### src/rtl/incremental_euler_number_defines.svh
// Assertion macros for the incremental Euler number block.
// Included by the top level; no other dependencies.
`ifndef INCREMENTAL_EULER_NUMBER_DEFINES_SVH
`define INCREMENTAL_EULER_NUMBER_DEFINES_SVH
`ifndef SYNTHESIS
`define IEN_ASSERT_IMP(lbl, clk, rst_n, ante, cons) \
  lbl: assert property (@(posedge clk) disable iff (!rst_n) (ante) |-> (cons)) \
    else $error("assertion failed");
`define IEN_ASSERT_NEXT(lbl, clk, rst_n, ante, cons) \
  lbl: assert property (@(posedge clk) disable iff (!rst_n) (ante) |=> (cons)) \
    else $error("assertion failed");
`else
`define IEN_ASSERT_IMP(lbl, clk, rst_n, ante, cons)
`define IEN_ASSERT_NEXT(lbl, clk, rst_n, ante, cons)
`endif
`endif

### src/rtl/ien_pkg.sv
// Shared types, constants and quad weighting for the incremental Euler number block.
// No dependencies.
package ien_pkg;

  localparam int FUNC_W  = 2;
  localparam int NB_W    = 8;
  localparam int OUT_W   = 24;
  localparam int DELTA_W = 5;

  localparam logic [FUNC_W-1:0] FUNC_CLEAR = 2'd0;
  localparam logic [FUNC_W-1:0] FUNC_ADD   = 2'd1;
  localparam logic [FUNC_W-1:0] FUNC_MERGE = 2'd2;

  localparam logic signed [OUT_W-1:0] OUT_MAX = 24'sh7FFFFF;
  localparam logic signed [OUT_W-1:0] FEAT_BIAS = 24'sd4;

  localparam int QUEUE_DEPTH = 2;
  localparam int QPTR_W      = $clog2(QUEUE_DEPTH);
  localparam int QCNT_W      = $clog2(QUEUE_DEPTH + 1);

  typedef enum logic [1:0] {
    OP_CLEAR,
    OP_ADD,
    OP_HOLD
  } op_e;

  typedef struct packed {
    op_e                     op;
    logic signed [OUT_W-1:0] operand;
  } entry_t;

  typedef struct packed {
    logic empty;
    logic full;
  } queue_status_t;

  function automatic logic signed [2:0] quad_w(logic a, logic b, logic d, logic e);
    logic [2:0]        n;
    logic signed [2:0] w;
    n = 3'(a) + 3'(b) + 3'(d) + 3'(e);
    w = 3'sd0;
    if (n == 3'd1) begin
      w = 3'sd1;
    end else if (n == 3'd3) begin
      w = -3'sd1;
    end else if (n == 3'd2 && ((a && e) || (b && d))) begin
      w = 3'sd2;
    end
    return w;
  endfunction

  function automatic logic signed [3:0] quad_step(logic a, logic b, logic d, logic e,
                                                  int unsigned ctr);
    logic signed [2:0] w0;
    logic signed [2:0] w1;
    w0 = quad_w(a, b, d, e);
    unique case (ctr)
      0:       w1 = quad_w(1'b1, b, d, e);
      1:       w1 = quad_w(a, 1'b1, d, e);
      2:       w1 = quad_w(a, b, 1'b1, e);
      default: w1 = quad_w(a, b, d, 1'b1);
    endcase
    return 4'(w1) - 4'(w0);
  endfunction

  // Neighbour bits: 0 top-left, 1 top, 2 top-right, 3 left, 4 right,
  // 5 bottom-left, 6 bottom, 7 bottom-right; centre starts clear.
  function automatic logic signed [DELTA_W-1:0] pixel_delta(logic [NB_W-1:0] nb);
    logic signed [3:0] q_tl;
    logic signed [3:0] q_tr;
    logic signed [3:0] q_bl;
    logic signed [3:0] q_br;
    q_tl = quad_step(nb[0], nb[1], nb[3], 1'b0, 3);
    q_tr = quad_step(nb[1], nb[2], 1'b0, nb[4], 2);
    q_bl = quad_step(nb[3], 1'b0, nb[5], nb[6], 1);
    q_br = quad_step(1'b0, nb[4], nb[6], nb[7], 0);
    return DELTA_W'(q_tl) + DELTA_W'(q_tr) + DELTA_W'(q_bl) + DELTA_W'(q_br);
  endfunction

endpackage

### src/rtl/ien_front.sv
// Front end: decodes each input transaction into a queue entry.
// Depends on ien_pkg.
module ien_front (
  input  logic [ien_pkg::FUNC_W-1:0]        func_i,
  input  logic [ien_pkg::NB_W-1:0]          neighbours_i,
  input  logic signed [ien_pkg::OUT_W-1:0]  other_quarters_i,
  output ien_pkg::entry_t                   entry_o
);
  import ien_pkg::*;

  logic signed [DELTA_W-1:0] delta;

  assign delta = pixel_delta(neighbours_i);

  always_comb begin
    unique case (func_i)
      FUNC_CLEAR: begin
        entry_o.op      = OP_CLEAR;
        entry_o.operand = '0;
      end
      FUNC_ADD: begin
        entry_o.op      = OP_ADD;
        entry_o.operand = OUT_W'(delta);
      end
      FUNC_MERGE: begin
        entry_o.op      = OP_ADD;
        entry_o.operand = other_quarters_i;
      end
      default: begin
        entry_o.op      = OP_HOLD;
        entry_o.operand = '0;
      end
    endcase
  end

endmodule

### src/rtl/ien_queue.sv
// Short queue between the front end and the accumulator.
// Depends on ien_pkg.
module ien_queue (
  input  logic                  clk_i,
  input  logic                  rst_ni,
  input  logic                  push_i,
  input  ien_pkg::entry_t       entry_i,
  input  logic                  pop_i,
  output ien_pkg::entry_t       entry_o,
  output ien_pkg::queue_status_t status_o
);
  import ien_pkg::*;

  entry_t             mem_q [QUEUE_DEPTH];
  logic [QPTR_W-1:0]  wr_ptr_q, wr_ptr_d;
  logic [QPTR_W-1:0]  rd_ptr_q, rd_ptr_d;
  logic [QCNT_W-1:0]  cnt_q, cnt_d;

  always_comb begin
    wr_ptr_d = wr_ptr_q;
    rd_ptr_d = rd_ptr_q;
    if (push_i) begin
      wr_ptr_d = (wr_ptr_q == QPTR_W'(QUEUE_DEPTH - 1)) ? '0 : wr_ptr_q + 1'b1;
    end
    if (pop_i) begin
      rd_ptr_d = (rd_ptr_q == QPTR_W'(QUEUE_DEPTH - 1)) ? '0 : rd_ptr_q + 1'b1;
    end
    cnt_d = cnt_q + QCNT_W'(push_i) - QCNT_W'(pop_i);
  end

  always_ff @(posedge clk_i or negedge rst_ni) begin
    if (!rst_ni) begin
      wr_ptr_q <= '0;
      rd_ptr_q <= '0;
      cnt_q    <= '0;
    end else begin
      wr_ptr_q <= wr_ptr_d;
      rd_ptr_q <= rd_ptr_d;
      cnt_q    <= cnt_d;
    end
  end

  always_ff @(posedge clk_i) begin
    if (push_i) begin
      mem_q[wr_ptr_q] <= entry_i;
    end
  end

  assign entry_o        = mem_q[rd_ptr_q];
  assign status_o.empty = (cnt_q == '0);
  assign status_o.full  = (cnt_q == QCNT_W'(QUEUE_DEPTH));

endmodule

### src/rtl/ien_back.sv
// Back end: saturating accumulator and registered result stage.
// Depends on ien_pkg.
module ien_back #(
  parameter int ACC_WIDTH = 24
) (
  input  logic                             clk_i,
  input  logic                             rst_ni,
  input  logic                             avail_i,
  input  ien_pkg::entry_t                  entry_i,
  output logic                             pop_o,
  output logic                             out_valid_o,
  input  logic                             out_stall_i,
  output logic signed [ien_pkg::OUT_W-1:0] genus_quarters_o,
  output logic signed [ien_pkg::OUT_W-1:0] feature_quarters_o,
  output logic                             saturated_o
);
  import ien_pkg::*;

  localparam int SumW = ((ACC_WIDTH > OUT_W) ? ACC_WIDTH : OUT_W) + 1;
  localparam logic signed [SumW-1:0] AccMax = (SumW'(1) <<< (ACC_WIDTH - 1)) - SumW'(1);
  localparam logic signed [SumW-1:0] AccMin = ~AccMax;
  localparam logic signed [SumW-1:0] OutMaxX = SumW'(OUT_MAX);
  localparam logic signed [SumW-1:0] OutMinX = ~OutMaxX;
  localparam logic signed [OUT_W:0]  FeatMax = (OUT_W + 1)'(OUT_MAX);

  logic signed [ACC_WIDTH-1:0] acc_q, acc_d;
  logic                        out_valid_q, out_valid_d;
  logic signed [OUT_W-1:0]     genus_q, genus_d;
  logic signed [OUT_W-1:0]     feature_q, feature_d;
  logic                        sat_q, sat_d;

  logic signed [SumW-1:0]  sum_w;
  logic signed [SumW-1:0]  acc_x;
  logic signed [OUT_W:0]   feat_w;
  logic                    sat_acc, sat_out, sat_feat;

  assign pop_o = avail_i && (!out_valid_q || !out_stall_i);

  always_comb begin
    sum_w   = SumW'(acc_q) + SumW'(entry_i.operand);
    sat_acc = 1'b0;
    acc_d   = acc_q;
    unique case (entry_i.op)
      OP_CLEAR: acc_d = '0;
      OP_ADD: begin
        if (sum_w > AccMax) begin
          acc_d   = ACC_WIDTH'(AccMax);
          sat_acc = 1'b1;
        end else if (sum_w < AccMin) begin
          acc_d   = ACC_WIDTH'(AccMin);
          sat_acc = 1'b1;
        end else begin
          acc_d   = ACC_WIDTH'(sum_w);
        end
      end
      default: acc_d = acc_q;
    endcase

    acc_x   = SumW'(acc_d);
    sat_out = 1'b0;
    if (acc_x > OutMaxX) begin
      genus_d = OUT_MAX;
      sat_out = 1'b1;
    end else if (acc_x < OutMinX) begin
      genus_d = ~OUT_MAX;
      sat_out = 1'b1;
    end else begin
      genus_d = OUT_W'(acc_x);
    end

    feat_w   = (OUT_W + 1)'(FEAT_BIAS) - (OUT_W + 1)'(genus_d);
    sat_feat = (feat_w > FeatMax);
    feature_d = sat_feat ? OUT_MAX : OUT_W'(feat_w);
    sat_d     = sat_acc || sat_out || sat_feat;

    out_valid_d = out_valid_q;
    if (pop_o) begin
      out_valid_d = 1'b1;
    end else if (!out_stall_i) begin
      out_valid_d = 1'b0;
    end
  end

  always_ff @(posedge clk_i or negedge rst_ni) begin
    if (!rst_ni) begin
      acc_q       <= '0;
      out_valid_q <= 1'b0;
    end else begin
      out_valid_q <= out_valid_d;
      if (pop_o) begin
        acc_q <= acc_d;
      end
    end
  end

  always_ff @(posedge clk_i) begin
    if (pop_o) begin
      genus_q   <= genus_d;
      feature_q <= feature_d;
      sat_q     <= sat_d;
    end
  end

  assign out_valid_o        = out_valid_q;
  assign genus_quarters_o   = genus_q;
  assign feature_quarters_o = feature_q;
  assign saturated_o        = sat_q;

endmodule

### src/rtl/incremental_euler_number.sv
// Top level of the incremental Euler number block: front end, queue, accumulator.
// Depends on ien_pkg, ien_front, ien_queue, ien_back and the assertion macro header.
//
// Input channel: in_valid_i / in_stall_o with func_i (0 clear, 1 add pixel, 2 merge),
// neighbours_i (eight neighbour membership bits) and other_quarters_i (signed).
// Output channel: out_valid_o / out_stall_i with genus_quarters_o, feature_quarters_o
// (4 - genus) and saturated_o. A transaction moves on an edge where valid is high
// and stall is low. Every input transaction yields exactly one output transaction.
// The input is written into the queue and then into the registered result stage.
// Throughput: one transaction per cycle while the receiver does not stall, set by
// the accumulate in the back end; the front end decodes the pixel neighbourhood
// in the accept cycle. A two-entry queue separates the front end from the result
// register, so the input keeps being taken while a result waits; in_stall_o rises
// only when the queue is full.
// Reset clears the accumulator, empties the queue and drops out_valid_o.
// The accumulator is ACC_WIDTH bits and saturates; outputs clamp to 24 bits.
`include "incremental_euler_number_defines.svh"
module incremental_euler_number #(
  parameter int ACC_WIDTH = 24
) (
  input  logic                             clk_i,
  input  logic                             rst_ni,
  input  logic                             in_valid_i,
  output logic                             in_stall_o,
  input  logic [ien_pkg::FUNC_W-1:0]       func_i,
  input  logic [ien_pkg::NB_W-1:0]         neighbours_i,
  input  logic signed [ien_pkg::OUT_W-1:0] other_quarters_i,
  output logic                             out_valid_o,
  input  logic                             out_stall_i,
  output logic signed [ien_pkg::OUT_W-1:0] genus_quarters_o,
  output logic signed [ien_pkg::OUT_W-1:0] feature_quarters_o,
  output logic                             saturated_o
);
  import ien_pkg::*;

  entry_t        front_entry;
  entry_t        queue_entry;
  queue_status_t q_status;
  logic          push;
  logic          pop;

  assign in_stall_o = q_status.full;
  assign push       = in_valid_i && !q_status.full;

  ien_front u_front (
    .func_i           (func_i),
    .neighbours_i     (neighbours_i),
    .other_quarters_i (other_quarters_i),
    .entry_o          (front_entry)
  );

  ien_queue u_queue (
    .clk_i    (clk_i),
    .rst_ni   (rst_ni),
    .push_i   (push),
    .entry_i  (front_entry),
    .pop_i    (pop),
    .entry_o  (queue_entry),
    .status_o (q_status)
  );

  ien_back #(
    .ACC_WIDTH (ACC_WIDTH)
  ) u_back (
    .clk_i              (clk_i),
    .rst_ni             (rst_ni),
    .avail_i            (!q_status.empty),
    .entry_i            (queue_entry),
    .pop_o              (pop),
    .out_valid_o        (out_valid_o),
    .out_stall_i        (out_stall_i),
    .genus_quarters_o   (genus_quarters_o),
    .feature_quarters_o (feature_quarters_o),
    .saturated_o        (saturated_o)
  );

  `IEN_ASSERT_NEXT(a_push_fills, clk_i, rst_ni, push, !q_status.empty)
  `IEN_ASSERT_NEXT(a_clear_zero, clk_i, rst_ni,
                   pop && queue_entry.op == OP_CLEAR,
                   genus_quarters_o == '0 && !saturated_o)
  `IEN_ASSERT_IMP(a_feature, clk_i, rst_ni,
                  out_valid_o && !saturated_o,
                  feature_quarters_o == FEAT_BIAS - genus_quarters_o)

endmodule

### config.mk
export PLATFORM = sky130hd
export DESIGN_NAME = incremental_euler_number
export DESIGN_NICKNAME = d
export VERILOG_FILES = /design/src/rtl/ien_pkg.sv /design/src/rtl/ien_front.sv /design/src/rtl/ien_queue.sv /design/src/rtl/ien_back.sv /design/src/rtl/incremental_euler_number.sv
export VERILOG_INCLUDE_DIRS = /design/src /design/src/rtl
export SDC_FILE = /design/constraint.sdc
export NUM_CORES = 1
export LEC_CHECK = 0
export ABC_AREA = 0
export BUFFER_PORTS_ARGS = -buffer_cell sky130_fd_sc_hd__buf_4
export CORE_ASPECT_RATIO = 0.5
export CORE_MARGIN = 8
export CORE_UTILIZATION = 25
export CTS_CLUSTER_DIAMETER = 50
export DETAILED_ROUTE_END_ITERATION = 16
export SLEW_MARGIN = 10
export SYNTH_ARGS = -nofsm -noshare
export SYNTH_HDL_FRONTEND = slang
export SYNTH_SLANG_ARGS = --single-unit
export TNS_END_PERCENT = 100
### constraint.sdc
create_clock -name clk_i -period 9.76 [get_ports clk_i]
set_clock_uncertainty 0.1 [all_clocks]
set_input_delay 0.488 -clock clk_i [delete_from_list [all_inputs] [get_ports clk_i]]
set_output_delay 0.488 -clock clk_i [all_outputs]
set_load 0.01 [all_outputs]
==> qor.txt, run 1 <==
Min-Delay Path Class: input pin to register
CTS Buffer Depth: 2
CTS H-tree lvls: 4
DR pass1 iterations: 5
Vias in the first global route: 6521
Syn-to-layout area delta: 19.8%
Post-synth top cells: nand2_1, edfxtp_1, inv_1
Main flop type after synthesis: edfxtp_1
DIE AREA: 0.0411 sq mm
Maximum number of pins on one net before global-route repair: 54
Worst reg2reg path endpoint: u_back.saturated_o
Starting DRT DRC Count: 471
Final Hold Viols: 0
Worst-case reg-to-reg path depth: 18
DP Worst Slack: 3.75 ns
HPWL after DPL: 17.0 mm
Least-Margin Pin Slew: 0.945 ns
CP Launch Type: register
Fraction of layout cells with a size suffix above 1: 19.3%
CP Data Required Time: 9.89 ns
Slowest cell on crit path: or3_1
Max_cap viols: 0
Number of routed nets with antenna violations: 0
Avg WL per Cell: 15.6 microns
RSZ-0062 raised after global routing: false
Syn. warnings: 0
Xor-xnor portion of the synthesized cell area: 5.08%
CTS hold repair buffers: 1
Count of cell types in the netlist: 70
IO Port Bufs: 88
Routed vias: 6360
Worst path cell trace: buf_4, mux2_2, ha_1, nand4_1, or3_1, nor3_1, a31o_2, o21a_1, o21ai_1, a21oi_1, a2bb2oi_1, ha_1, o21ai_1, nor4_2, nand2_1, nor3_1, o2111ai_1, o31ai_1
Hold Path Origin: out_stall_i
Register area share after synthesis: 43.6%
Post-synthesis compound-gate area fraction: 15.0%
Initial Util: 25.2%
Setup total negative slack: 0 ns
Fin area: 0.0103 sq mm
CTS Buf Count: 17
Synth Area per Inst: 10.4 sq um
Fin. max-slew vios: 0
EDFF count, synth: 101
Num Clock Sinks: 130
Flops & latches, synth: 130
Initial antenna violation count: 0
Largest family of logic cells by synthesized area: compound AO/OA/AOI/OAI gates
Die height: 147 microns
Fmax: 0.166 GHz
R2r startpoint: u_queue.rd_ptr_q
Congestion Overflow GR: 0
Setup WS post-layout: 3.73 ns
Die Width: 279 microns
Total Nets Final: 1038
Slowest cell delay on critical path: 0.42 ns
Crit path time final: 6.03 ns
Post-CTS setup buffers: 0
Critical Path Sink Type: register
Clock transition at path regs: 0.06 ns
Worst relative slew slack: 37.0%
Most numerous cell in the Yosys netlist: nand2_1
Final setup fails: 0
Total wire length: 21.5 mm
Post-Synth Adder-Cell Area: 14.6%
Syn_nets: 951
CTS tree: yes
First-pass GRT wire length: 34.5 mm
Synth area leader: edfxtp_1
Finished Core Util: 30.2%
Hold path endpoint: u_back.out_valid_o
Crit path max-delay family: compound AO/OA/AOI/OAI gates
Post-cts resize count: 0
Hold path depth: 3
Post-synthesis mux area share: 4.00%
Post-synth top area share: 35.2%
CP Max Fanout: 27
DRC violations left: 0
Row count: 48
Worst EP arrival: 6.16 ns
Final period utilization: 61.8%
I/O Pins: 89
Antenna fix cells: 0
Clk_lat worst skew: 0.42 ns
Vias per std cell: 4.61
Synth Instances: 831
CTS root buf: clkbuf_16
GRT Overall Usage: 10.4%
Outcome: finished, final reports clean
Gpl congestion: 0.879
Critical path class: register to register
FFs w/ async S/R, synth: 22.3%
Placed Area: 0.00978 sq mm
Post-Synth Simple-Gate Area: 12.8%
Total core area: 0.0342 sq mm
Mapped cell area: 0.00863 sq mm
Crit path depth: 18
Largest cells by area after synthesis: edfxtp_1, dfrtp_1, ha_1
Worst path buffer plus inverter count: 1
R2r setup slk: 3.73 ns
==> worst min-delay path, cell delays in order <==
cell,delay [ns]
buf_4,0.08
nand2_1,0.08
nand2_1,0.07
==> state kept, by name, summed over array words and instances (netlist names) <==
| signal | flops |
|---|---|
| u_queue.mem_q | 52 |
| u_back.acc_q | 24 |
| u_back.feature_quarters_o | 24 |
| u_back.genus_quarters_o | 24 |
| u_queue.cnt_q | 2 |
| u_back.out_valid_o | 1 |
| u_back.saturated_o | 1 |
| u_queue.rd_ptr_q | 1 |
| u_queue.wr_ptr_q | 1 |
==> layout by cell type, fill, tap and decap left out, types with 4 or more instances in the layout <==
cell	synthesis	final
buf_4	0	95
clkbuf_16	0	17
clkinvlp_4	0	4
or2_2	5	5
a211oi_1	6	6
mux2_2	28	28
o21ai_0	40	40
nand4_1	7	7
dfrtp_1	29	29
inv_1	78	77
nand2b_1	5	5
o31ai_1	5	5
o211ai_1	7	7
a21o_1	7	7
a21oi_1	62	62
xor2_1	9	9
o21a_1	11	11
a221oi_1	9	9
clkinv_2	0	5
or3_1	8	8
xnor2_1	41	41
fa_1	30	30
a22oi_1	5	5
nor2_1	43	42
nor3_1	15	15
o21ai_1	13	12
and3_1	6	6
ha_1	52	52
nand2_1	109	109
a31oi_1	6	6
nand3_1	7	7
edfxtp_1	101	101
==> metal layers <==
| layer | vias to the layer above | wire length, microns | track usage [%] |
|---|---|---|---|
| li1 | 3130 | - | - |
| met1 | 3061 | 9980 | 13.4 |
| met2 | 151 | 10400 | 17.6 |
| met3 | 18 | 822 | 1.98 |
| met4 | 0 | 342 | 3.22 |
| met5 | - | 0 | 0 |
==> worst max path at each step <==
| stage | from | endpoint | slack [ns] |
|---|---|---|---|
| 6_report | u_queue.rd_ptr_q | u_back.saturated_o | 3.73 |
| 3_5_place_dp | u_queue.rd_ptr_q | u_back.saturated_o | 3.75 |
| 3_3_place_gp | neighbours_i[6] | u_queue.mem_q[0][20] | 3.86 |
| 4_1_cts | u_queue.rd_ptr_q | u_back.saturated_o | 3.71 |
| 2_1_floorplan | neighbours_i[6] | u_queue.mem_q[0][10] | 4.43 |
| 5_1_grt | u_queue.rd_ptr_q | u_back.saturated_o | 3.25 |
==> layout make-up <==
class	count	area (sq um)
Clock buffer	17	425
Clock inverter	15	119
Fill cell	3541	23900
Inverter	78	293
Multi-Input combinational cell	595	4450
Sequential cell	130	3760
Tap cell	450	563
Timing Repair Buffer	96	723
==> logic make-up after synthesis <==
group | after synthesis
flip-flops | 130
buffers and inverters | 106
AO/OA/AOI/OAI | 200
multiplexers | 31
XOR/XNOR | 50
AND/OR/NAND/NOR | 231
adder cells (fa/ha/maj) | 83
==> metrics by stage <==
| step | std cells | hold slack (ns) |
|---|---|---|
| global placement | 1348 | 0.336 |
| finish | 1381 | 0.236 |
| detailed placement | 1348 | 0.338 |
| CTS | 1381 | 0.223 |
| global route | 1381 | 0.242 |
| floorplan | 831 | 0.0924 |
Power of run 1 is left out: the tool's default activity adds up to more than one toggle a clock period on the data nets, which glitch-free logic cannot reach.
==> inputs of run 2 (changes only) <==
clock period = 5.9 ns   (was 9.76 ns; I/O delays follow)
==> run 2 against run 1 <==
Compared with the run above: non-clock buffer count rose by 17; core utilization rose by 0.50 points; clock-buffer cell count up 3; critical path depth grew 1; sequential cell count stayed put; cell count increased by 1.2%; critical path type unchanged; highest routed layer unchanged.
==> qor.txt, run 2 (synthesized netlist as in run 1, its figures left out) <==
Outcome: finished, final reports clean
RSZ-0062 raised after global routing: false
Maximum number of pins on one net before global-route repair: 53
Met1 WL: 10.2 mm
Antenna fix cells: 0
Fmax: 0.185 GHz
Top layer in use: met4
Row count: 48
Worst relative slew slack: 35.6%
Vias in the first global route: 6629
Vias per std cell: 4.60
Clk_lat worst skew: 0.42 ns
Register bank with the most flops: u_queue.mem_q
Avg WL per Cell: 15.8 microns
Routed vias: 6431
Die height: 147 microns
Critical path class: register to register
CTS tree: yes
Die Width: 279 microns
I/O Pins: 89
Number of routed nets with antenna violations: 0
CP Launch Type: register
Fill cells: 3542
Final setup fails: 0
DR pass1 iterations: 5
Gpl congestion: 0.894
Fin. max-slew vios: 0
Worst EP arrival: 5.56 ns
Max_cap viols: 0
Max reg flops: 52
Congestion Overflow GR: 0
Least-Margin Pin Slew: 0.966 ns
CTS Buf Count: 17
Initial antenna violation count: 0
DR WL met3: 828 microns
CTS Buffer Depth: 2
Register area: 0.00376 sq mm
Final Hold Viols: 0
HPWL after DPL: 17.5 mm
Clock transition at path regs: 0.05 ns
Post-cts resize count: 0
Area of the multi-input gates: 0.00445 sq mm
Total Nets Final: 1055
Finished Layout Cells: 1397
Wire length on met2: 10.7 mm
Min-Delay Path Class: input pin to register
Post-CTS setup buffers: 0
Setup total negative slack: 0 ns
Total core area: 0.0342 sq mm
Final period utilization: 91.5%
DRC violations left: 0
Syn-to-layout area delta: 21.8%
CP Max Fanout: 27
Starting DRT DRC Count: 476
Critical Path Sink Type: register
Placed cell count: 1365
CTS hold repair buffers: 1
Commonest cells after routing, fill and taps aside: buf_4, nand2_1, edfxtp_1
GRT Overall Usage: 10.9%
Total wire length: 22.1 mm
IO Port Bufs: 88
First-pass GRT wire length: 35.9 mm
Fraction of layout cells with a size suffix above 1: 20.4%
Most common cell after layout, fill and taps aside: buf_4
DIE AREA: 0.0411 sq mm
CTS root buf: clkbuf_16
CP Data Required Time: 6.06 ns
Initial Util: 25.2%
CTS H-tree lvls: 4
Num Clock Sinks: 130
Crit path time final: 5.40 ns
==> run 2: cell count changes in the layout (fill, tap and decap cells not counted), sizes merged <==
| cell | before | now |
|---|---|---|
| buf | 95 | 112 |
| clkinvlp | 4 | 3 |
| clkinv | 9 | 5 |
| clkbuf | 17 | 20 |
| inv | 79 | 78 |
| bufinv | 1 | 3 |
==> run 2: stage by stage <==
| stage | setup slack [ns] | hold WS, ns | util [%] | instance area, sq um |
|---|---|---|---|---|
| floorplan | 0.678 | -0.101 | - | 8630 |
| global placement | 0.464 | 0.159 | 29.0 | 9920 |
| detailed placement | 0.362 | 0.170 | 29.0 | 9920 |
| CTS | 0.514 | 0.00863 | 30.7 | 10500 |
| global route | 0.0349 | 0.0395 | 30.7 | 10500 |
| finish | 0.502 | 0.0190 | 30.7 | 10500 |
==> run 2: worst max-delay path, cell delays in order, from the launching register on <==
cell       delay (ns)
dfrtp_1          0.39
buf_12           0.18
mux2_2           0.24
ha_1             0.18
inv_1            0.06
fa_1             0.39
nand2b_1         0.18
a21oi_1          0.24
o211ai_1         0.20
o21a_1           0.25
o31ai_1          0.44
a221oi_1         0.18
xnor2_1          0.16
a221oi_1         0.47
inv_1            0.12
a2111oi_0        0.36
o21ai_0          0.28
nor2_1           0.30
nand2_2          0.31
o21ai_1          0.20
==> run 2: area by class of cell <==
type	instances	share of cell area, %
clock inverter	11	1.32
sequential	130	35.8
multi-input combinational	595	42.4
inverter	78	2.79
clock buffer	20	4.16
tap	450	5.36
timing repair buffer	113	8.22
==> run 2: worst paths after layout <==
path / slack [ns] / end / start / cells after the start
setup / recovery: 0.50 / u_back.feature_quarters_o[7] / u_queue.rd_ptr_q / 19
hold reg to reg: 0.42 / u_queue.wr_ptr_q / u_queue.wr_ptr_q / 1
setup reg to reg: 0.50 / u_back.feature_quarters_o[7] / u_queue.rd_ptr_q / 19
hold / removal: 0.02 / u_back.out_valid_o / out_stall_i / 3
max in group asynchronous: 5.10 / u_queue.rd_ptr_q / rst_ni / 2
min in group asynchronous: 0.28 / u_back.acc_q[21] / rst_ni / 2
==> run 2: per-layer routing <==
metal	global-route usage [%]	vias to the layer above
met1	14.2	3122
met2	18.2	126
met4	3.71	0
met5	0	-
li1	-	3157
met3	1.80	26
Power of run 2 is left out for the same reason.
